===== config.mk =====
export PLATFORM = sky130hd
export DESIGN_NAME = fgae_fifo
export DESIGN_NICKNAME = d
export VERILOG_FILES = /design/src/rtl/fgae_fifo.sv
export SDC_FILE = /design/constraint.sdc
export NUM_CORES = 1
export LEC_CHECK = 0
export BUFFER_PORTS_ARGS = -buffer_cell sky130_fd_sc_hd__buf_4
export CAP_MARGIN = 20
export CORE_AREA = 2 2 39 41
export CTS_BUF_LIST = sky130_fd_sc_hd__clkbuf_8
export DETAILED_ROUTE_END_ITERATION = 10
export DIE_AREA = 0 0 41 43
export PLACE_DENSITY = 0.48
export SKIP_LAST_GASP = 1
export SLEW_MARGIN = 20
export SYNTH_ARGS = -nofsm -noshare
export SYNTH_HDL_FRONTEND = slang
export SYNTH_SLANG_ARGS = --single-unit

===== constraint.sdc =====
create_clock -name clk -period 2.7 [get_ports clk]
set_input_delay 0.54 -clock clk [delete_from_list [all_inputs] [get_ports clk]]
set_output_delay 0.54 -clock clk [all_outputs]
set_load 0.02 [all_outputs]

===== src/rtl/fgae_fifo.sv =====
`default_nettype none
module fgae_fifo #(
	parameter type item_t = logic,
	parameter int  DEPTH  = 2
) (
	input  wire logic  clk,
	input  wire logic  arst_n,
	input  wire logic  push,
	input  wire item_t din,
	output logic       full,
	input  wire logic  pop,
	output item_t      dout,
	output logic       empty
);

	localparam int PW = (DEPTH > 1) ? $clog2(DEPTH) : 1;
	localparam int CW = $clog2(DEPTH + 1);

	item_t         slot_q [DEPTH];
	logic [PW-1:0] wr_q;
	logic [PW-1:0] rd_q;
	logic [CW-1:0] cnt_q;
	logic          do_push;
	logic          do_pop;

	assign full    = (cnt_q == CW'(DEPTH));
	assign empty   = (cnt_q == '0);
	assign do_push = push && !full;
	assign do_pop  = pop && !empty;
	assign dout    = slot_q[rd_q];

	always_ff @(posedge clk) begin
		if (do_push) begin
			slot_q[wr_q] <= din;
		end
	end

	always_ff @(posedge clk or negedge arst_n) begin
		if (!arst_n) begin
			wr_q  <= '0;
			rd_q  <= '0;
			cnt_q <= '0;
		end else begin
			if (do_push) begin
				wr_q <= (wr_q == PW'(DEPTH - 1)) ? '0 : wr_q + 1'b1;
			end
			if (do_pop) begin
				rd_q <= (rd_q == PW'(DEPTH - 1)) ? '0 : rd_q + 1'b1;
			end
			if (do_push && !do_pop) begin
				cnt_q <= cnt_q + 1'b1;
			end else if (do_pop && !do_push) begin
				cnt_q <= cnt_q - 1'b1;
			end
		end
	end

endmodule
`default_nettype wire


==> results of run 1 <==
synth_stat cells:
master    n  share of area
nand2b_1  1          0.023
o21ai_1   1          0.019
nor2_1    3          0.042
and3_1    1          0.023
inv_1     2          0.028
dfrtp_1   4           0.37
edfxtp_1  2           0.22
xnor2_1   3          0.098
mux2_2    1          0.042
xor2_1    2          0.065
nand2_1   1          0.014
ha_1      1          0.047
logic make-up (layout without fill, tap and decap cells):
logic type,after synthesis,in the layout,synth area share
mux,1,1,0.0421
flops,6,6,0.598
compound gates,1,1,0.0187
xor+xnor,5,5,0.164
buf+inv,2,12,0.0280
fa+ha+maj,1,1,0.0467
simple gates,6,6,0.103
worst paths after layout:
path	from	to	slack [ns]	depth (start not counted)
setup / recovery	rd_q	dout	1.09	2
hold / removal	arst_n	cnt_q[1]	0.11	1
setup reg to reg	cnt_q[0]	cnt_q[1]	1.22	7
hold reg to reg	rd_q	rd_q	0.49	1
max in group asynchronous	arst_n	rd_q	2.48	1
min in group clk	rd_q	rd_q	0.49	1
power breakdown:
part           internal, mW  switching, mW  leakage [nW]
clock                0.0957         0.0369        0.0216
sequential            0.137         0.0359        0.0652
combinational        0.0944         0.0895        0.0948
critical path, cell delays in order, from the launching register on:
cell,delay (ns)
dfrtp_1,0.36
mux2_2,0.34
buf_4,0.15
flip-flops by register name (all words and copies together) (netlist names):
| signal | flops |
|---|---|
| cnt_q | 2 |
| wr_q | 1 |
| slot_q | 2 |
| rd_q | 1 |
cell type report:
type,count,share of cell area
Timing Repair Buffer,7,0.138
Clock buffer,3,0.108
Sequential cell,6,0.420
Tap cell,16,0.0525
Multi-Input combinational cell,14,0.262
Inverter,2,0.0197
routing by layer:
layer | up-vias | track usage | wire, µm
li1 | 91 | - | -
met1 | 71 | 0.0850 | 215
met2 | 8 | 0.0938 | 223
met3 | 2 | 0.0366 | 60
met4 | 0 | 0.0800 | 6
met5 | - | 0 | 0
stage by stage:
stage                     worst slack (ns)  area [µm²]  power (mW)  hold WS [ns]   util
after floorplan                       1.34         268       0.299         0.244      -
after global placement                1.24         340       0.349         0.337  0.246
after detailed placement              1.21         340       0.364         0.341  0.246
after CTS                             1.07         382       0.500         0.108  0.276
after global routing                  1.04         382       0.529         0.110  0.276
final                                 1.09         382       0.489         0.113  0.276
==> results.yml, run 1 <==
sta:
  period_share: 0.598
  worstMarginPinSlew_ns: 0.225
  fin_tns_setup_ns: 0
  finalCriticalPeriod_ns: 1.61
  rsz0062_at_grt: "no"
  setup_viol: 0
  drv_slew: 0
  hold_violations: 0
  skew_ns: 0.000656
  slew_headroom: 0.849
  clock.fmax_mhz: 620
synthesis:
  synth_area_um2: 268
  yosysSeqAreaShare: 0.598
  yosysWarningCount: 0
  ys_types: 12
  synthesis.instances: 22
  synth_seq_cells: 6
  synth.avg_cell_area_um2: 12.2
  synth.net_count: 28
cts:
  cts_buffer_depth: 2
  clk_latency_ns: 0.22
  ctsResizeCount: 0
  cts_made_buffers: 3
  clock_sinks: 6
  cts_setup_buffers: 0
  path_clk_slew_ns: 0.04
  cts-root-buf: "clkbuf_8"
  postCtsHoldBufs: 0
  cts_tree: "built"
  htreeDepth: 1
finish:
  drive_gt1_frac: 0.344
  layout_common_cells: "7 x buf_4, 4 x dfrtp_1, 3 x nor2_1, 3 x xnor2_1, 3 x clkbuf_8"
  regArea_um2: 160
  antennaDiodeCount: 0
  nNetsFinal: 40
  multi_input_area_um2: 100
  fin_cells: 48
  syn_to_final_growth_pct: 42.5
  final_common_cell: "buf_4"
  nFillCells: 144
detailed_routing:
  routed-via-count: 172
  wl_per_cell_um: 10.5
  routed_wl_um: 504
  drtPass1Iterations: 2
  avgViaCountPerCell: 3.58
  drc: 0
  final_antenna_net_count: 0
  first_iter_violations: 1
setup_path:
  worst-setup-path-type: "reg -> out"
  crit_required_ns: 2.16
  critPathMaxFanout: 2
  cp.arrival_ns: 1.07
  cp-start-kind: "register"
  crit_path_end_kind: "primary output"
placement:
  dp.cells: 45
  io_buffers: 7
  gp_congestion: 0.585
  hpwl_um: 415
run_status:
  status: "completed"
pwr:
  power.leakage_nw: 0.182
  ir_worst_vdd_uv: 402
  p_per_area_nw_per_um2: 1280
grt:
  grt_max_degree: 6
  grt_overflow: 0
  grt_pass1_vias: 193
  antenna_found_initial: 0
  grt_pass1_wl_um: 793
  grtUsageTotal: 0.0757
floorplanning:
  initial_core_util: 0.193
  die_w_um: 41
  fp-row-count: 14
  core_area_um2: 1380
  pin_count: 8
  die_area_um2: 1760
  die_y_um: 43
worst_hold_path:
  hold_path_class: "in -> async"
flow_run:
  cap_violations: 0
Power figures use the tool's default switching activity.
==> inputs of run 2 (changes only) <==
ABC_AREA = 1   (was unset)
PLACE_DENSITY = 0.53   (was 0.48)
clock period = 1.45 ns   (was 2.7 ns; I/O delays follow)
==> run 2 against run 1 <==
  * Worst setup slack worse by 0.98 ns
  * First-iteration DRC count grew to 7.0 times the previous value
  * Largest cell class unchanged
  * Design area is 14% higher
  * Critical path depth is 1 higher
==> results.yml, run 2 <==
pwr:
  finalPower_mw: 0.970
  combPwrFrac: 0.428
  p_per_area_nw_per_um2: 2220
  p_sw_mw: 0.355
  power.leakage_nw: 0.233
  seq_power_share: 0.313
  p_int_mw: 0.615
  swShare: 0.366
  ir_worst_vdd_uv: 601
  p_clk_frac: 0.259
finish:
  reg_top3: "cnt_q (2), slot_q (2)"
  nNetsFinal: 57
  drive_gt1_frac: 0.265
  layout_common_cells: "12 x nand2_1, 8 x inv_1, 8 x buf_4"
  utilization: 0.316
  final_common_cell: "nand2_1"
  syn_to_final_growth_pct: 43.0
  postLayoutCellArea_um2: 437
  antennaDiodeCount: 0
  fin_cells: 65
  nFillCells: 140
sta:
  rsz0062_at_grt: "no"
  worstMarginPinSlew_ns: 0.230
  timing.final.ws_setup_ns: 0.106
  hold-worst-slack_ns: 0.255
  clock.fmax_mhz: 744
  setup_viol: 0
  fin_tns_setup_ns: 0
  period_share: 0.927
  skew_ns: 0.00167
  slew_headroom: 0.845
  finalCriticalPeriod_ns: 1.34
  hold_violations: 0
  drv_slew: 0
run_status:
  status: "completed"
synthesis:
  yosysWarningCount: 0
  synth_edf_count: 2
  synth.net_count: 43
  synth_seq_cells: 6
  synthesis.instances: 37
  synth_area_um2: 305
  yosysMostFrequentCell: "nand2_1"
  synth.area.top_cells: "dfrtp_1 33%, edfxtp_1 20%, nand2_1 15%"
  synth.avg_cell_area_um2: 8.25
  yosys-top-cells-count: "12 x nand2_1, 8 x inv_1, 4 x dfrtp_1"
  yosysSeqAreaShare: 0.525
  yosysTopAreaCell: "dfrtp_1"
  synthFlopType: "dfrtp_1"
  ys_types: 12
  synthArstFlopShare: 0.667
  synth_top_cell_area_share: 0.328
setup_path:
  cp-start-kind: "register"
  critPathMaxFanout: 5
  cp.arrival_ns: 1.05
  crit_path_end_kind: "primary output"
  max_stage_delay_ns: 0.42
  crit_required_ns: 1.16
  path_cells: "buf_4 > nor2_1 > buf_4"
  cp_slowest_cell: "dfrtp_1"
  r2r_cells: 8
  worst-setup-path-type: "reg -> out"
  crit_top_cell: "buf_4"
worst_hold_path:
  min_path_cells: 1
  hold_path_class: "in -> reg"
grt:
  grt_overflow: 0
  grt_pass1_wl_um: 931
  grt_max_degree: 6
  grtUsageTotal: 0.0880
  antenna_found_initial: 0
  grt_pass1_vias: 229
detailed_routing:
  avgViaCountPerCell: 3.92
  routed-via-count: 255
  met1_length_um: 230
  routed_wl_um: 536
  drc: 0
  final_antenna_net_count: 0
  wl_per_cell_um: 8.25
  met2_length_um: 238
  first_iter_violations: 7
  top_layer: "met4"
  drtPass1Iterations: 4
  wl_met3_um: 58
cts:
  cts_made_buffers: 3
  path_clk_slew_ns: 0.04
  clk_latency_ns: 0.22
  cts_setup_buffers: 0
  cts_tree: "built"
  htreeDepth: 1
  cts_buffer_depth: 2
  cts-root-buf: "clkbuf_8"
  clock_sinks: 6
placement:
  hpwl_um: 424
  dp.cells: 61
  io_buffers: 7
  placed_area_um2: 385
  dp_slack_ns: 0.0958
  gp_congestion: 0.717
floorplanning:
  die_w_um: 41
  pin_count: 8
  die_y_um: 43
  die_area_um2: 1760
  core_area_um2: 1380
  fp-row-count: 14
  initial_core_util: 0.221
flow_run:
  cap_violations: 0
run 2: cell type report:
cell class                 instances  area, µm²  area share
clock buffer                       3       41.3      0.0946
inverter                           8       30.0      0.0688
multi-input combinational         23        115       0.264
sequential                         6        160       0.367
tap                               16       20.0      0.0458
timing repair buffer               9       70.1       0.160
run 2: timing repair:
action | 4_1_cts | 5_1_grt
setup endpoints to repair | 0 | 1
hold buffers | 1 | 0
gates resized for setup | 0 | 1
endpoints found under the hold margin | 4 | 0
run 2: path summary, 6_finish.rpt:
path	start	endpoint	slack [ns]
worst max-delay path	cnt_q[0]	empty	0.11
worst min-delay path	din	slot_q[1]	0.25
worst max register to register	cnt_q[1]	cnt_q[1]	0.14
worst min register to register	wr_q	wr_q	0.47
min in group asynchronous	arst_n	rd_q	0.40
max in group asynchronous	arst_n	cnt_q[0]	0.95
run 2: kinds of logic after synthesis:
family,count (synthesis),synth area share
adder cells (fa/ha/maj),1,0.0410
AO/OA/AOI/OAI,2,0.0328
buffers and inverters,8,0.0984
XOR/XNOR,1,0.0287
AND/OR/NAND/NOR,19,0.275
flip-flops,6,0.525
run 2: layer usage:
metal | vias to the layer above | GRT usage
met5 | - | 0
met4 | 0 | 0.0600
met3 | 3 | 0.0785
met2 | 7 | 0.116
met1 | 109 | 0.0855
li1 | 136 | -
run 2: power by group through the flow:
| stage | combinational [mW] | sequential, mW | clock (mW) |
|---|---|---|---|
| 2_1_floorplan | 0.281 | 0.301 | 0 |
| 3_3_place_gp | 0.417 | 0.305 | 0 |
| 3_5_place_dp | 0.417 | 0.307 | 0 |
| 4_1_cts | 0.422 | 0.305 | 0.260 |
| 5_1_grt | 0.468 | 0.316 | 0.280 |
| 6_report | 0.415 | 0.304 | 0.251 |
run 2: critical path: cells and delay by family, from the launching register on:
family,cells,cell delay [ns]
buffers and inverters,2,0.31
flip-flops,1,0.42
AND/OR/NAND/NOR,1,0.10
==> inputs of run 3 (changes only) <==
ABC_AREA = unset   (was 1)
PLACE_DENSITY = 0.49   (was 0.53)
==> run 3 against run 2 <==
  * Power grew 4.7%
  * Clock skew grew 0.00061 ns
  * Combinational power grew 4.8%
  * Non-clock buffer count grew 2
  * Global-route usage grew 0.092 points
  * Final cell count shrank 18%
  * Largest cell class unchanged
  * Largest power group unchanged
  * Highest routed layer unchanged
==> results.yml, run 3 (same netlist as run 1, synthesis figures left out) <==
setup_path:
  rrSetupSlack_ns: 0.10
  critPathMaxFanout: 2
  timing.rr.start: "cnt_q[0]"
  r2r_cells: 6
  worst-setup-path-type: "reg -> out"
  crit_path_end_kind: "primary output"
  cp-start-kind: "register"
  r2r_end: "cnt_q[1]"
  crit_required_ns: 1.16
  cp.arrival_ns: 1.10
cts:
  path_clk_slew_ns: 0.04
  cts_tree: "built"
  cts_made_buffers: 3
  htreeDepth: 1
  cts-root-buf: "clkbuf_8"
  cts_buffer_depth: 2
  clock_sinks: 6
  clk_latency_ns: 0.22
pwr:
  p_per_area_nw_per_um2: 2350
  p_sw_mw: 0.337
  power.leakage_nw: 0.212
  seq_power_share: 0.317
  p_clk_frac: 0.254
  ir_worst_vdd_uv: 894
  combPwrFrac: 0.428
  swShare: 0.332
  p_int_mw: 0.679
grt:
  grt_pass1_vias: 224
  grt_overflow: 0
  grtUsageTotal: 0.0889
  antenna_found_initial: 0
  grt_max_degree: 5
  grt_pass1_wl_um: 897
detailed_routing:
  drtPass1Iterations: 2
  wl_per_cell_um: 10.1
  final_antenna_net_count: 0
  routed-via-count: 202
  routed_wl_um: 534
  drc: 0
  avgViaCountPerCell: 3.81
  first_iter_violations: 1
worst_hold_path:
  whs_endpoint: "slot_q[0]"
  min_path_cells: 1
  hold_path_class: "in -> reg"
  min-delay-start: "din"
sta:
  hold_violations: 0
  setup_viol: 0
  drv_slew: 0
  slew_headroom: 0.854
  period_share: 0.957
  rsz0062_at_grt: "no"
  finalCriticalPeriod_ns: 1.39
  clock.fmax_mhz: 721
  worstMarginPinSlew_ns: 0.219
  fin_tns_setup_ns: 0
  skew_ns: 0.00229
  hold-worst-slack_ns: 0.254
placement:
  placed_area_um2: 355
  gp_congestion: 0.632
  io_buffers: 7
  hpwl_um: 391
floorplanning:
  initial_core_util: 0.193
  die_y_um: 43
  die_area_um2: 1760
  die_w_um: 41
  core_area_um2: 1380
  fp-row-count: 14
  pin_count: 8
finish:
  nNetsFinal: 44
  regArea_um2: 160
  multi_input_area_um2: 114
  drive_gt1_frac: 0.459
  postLayoutCellArea_um2: 432
  layout_common_cells: "10 x buf_4, 4 x dfrtp_1"
  antennaDiodeCount: 0
  final_common_cell: "buf_4"
  nFillCells: 145
  syn_to_final_growth_pct: 61.2
  reg_top3: "cnt_q (2), slot_q (2)"
run_status:
  status: "completed"
flow_run:
  cap_violations: 0
[run 3: cell types whose count changed in the layout (fill, tap and decap cells not counted), sizes merged, moves of 2 or more]
cell | before | now
buf | 8 | 10
inv | 8 | 3
nand2 | 12 | 1
xnor2 | 1 | 3
xor2 | 0 | 2
[run 3: critical path, cell delays in order, from the launching register on]
cell and delay (ns):
dfrtp_1 0.37, mux2_2 0.34, buf_4 0.16
[run 3: worst max path at each step]
| stage | startpoint | end | slack, ns | cells after the start |
|---|---|---|---|---|
| 3_5_place_dp | cnt_q[0] | cnt_q[1] | 0.09 | 6 |
| 6_report | rd_q | dout | 0.06 | 2 |
| 5_1_grt | cnt_q[1] | cnt_q[1] | 0.007 | 7 |
| 4_1_cts | rd_q | dout | 0.05 | 2 |
| 2_1_floorplan | cnt_q[0] | cnt_q[1] | 0.09 | 6 |
| 3_3_place_gp | cnt_q[0] | cnt_q[1] | 0.13 | 6 |
[run 3: layer usage]
layer | wire (µm) | global-route usage | share of wire | up-vias
met2 | 246 | 0.122 | 0.46 | 10
met4 | 17 | 0.0800 | 0.032 | 0
li1 | - | - | - | 101
met3 | 55 | 0.0628 | 0.10 | 2
met5 | 0 | 0 | 0 | -
met1 | 216 | 0.0820 | 0.40 | 89
[run 3: layout make-up]
class                           count  area share
Multi-Input combinational cell     14       0.264
Tap cell                           16      0.0464
Clock inverter                      1     0.00870
Inverter                            2      0.0174
Clock buffer                        3      0.0957
Sequential cell                     6       0.371
Timing Repair Buffer               11       0.197
[run 3: power by group through the flow]
stage | registers (mW) | logic, mW | clock network [mW]
3_3_place_gp | 0.306 | 0.373 | 0
4_1_cts | 0.312 | 0.395 | 0.266
2_1_floorplan | 0.309 | 0.248 | 0
3_5_place_dp | 0.313 | 0.390 | 0
5_1_grt | 0.332 | 0.484 | 0.278
6_report | 0.323 | 0.435 | 0.258
[run 3: repair_timing]
action / 4_1_cts / 5_1_grt
hold buffers: 1 / 0
endpoints found under the hold margin: 4 / 0
gates resized for setup: 0 / 3
setup endpoints to repair: 0 / 1
setup buffers: 0 / 1
[run 3: through the flow]
stage	std cells	utilization	total power [mW]	worst slack [ns]
2_1_floorplan	22	-	0.556	0.0892
3_3_place_gp	47	0.257	0.679	0.134
3_5_place_dp	47	0.257	0.704	0.0855
4_1_cts	52	0.297	0.973	0.0543
5_1_grt	53	0.312	1.09	0.00681
6_report	53	0.312	1.02	0.0623
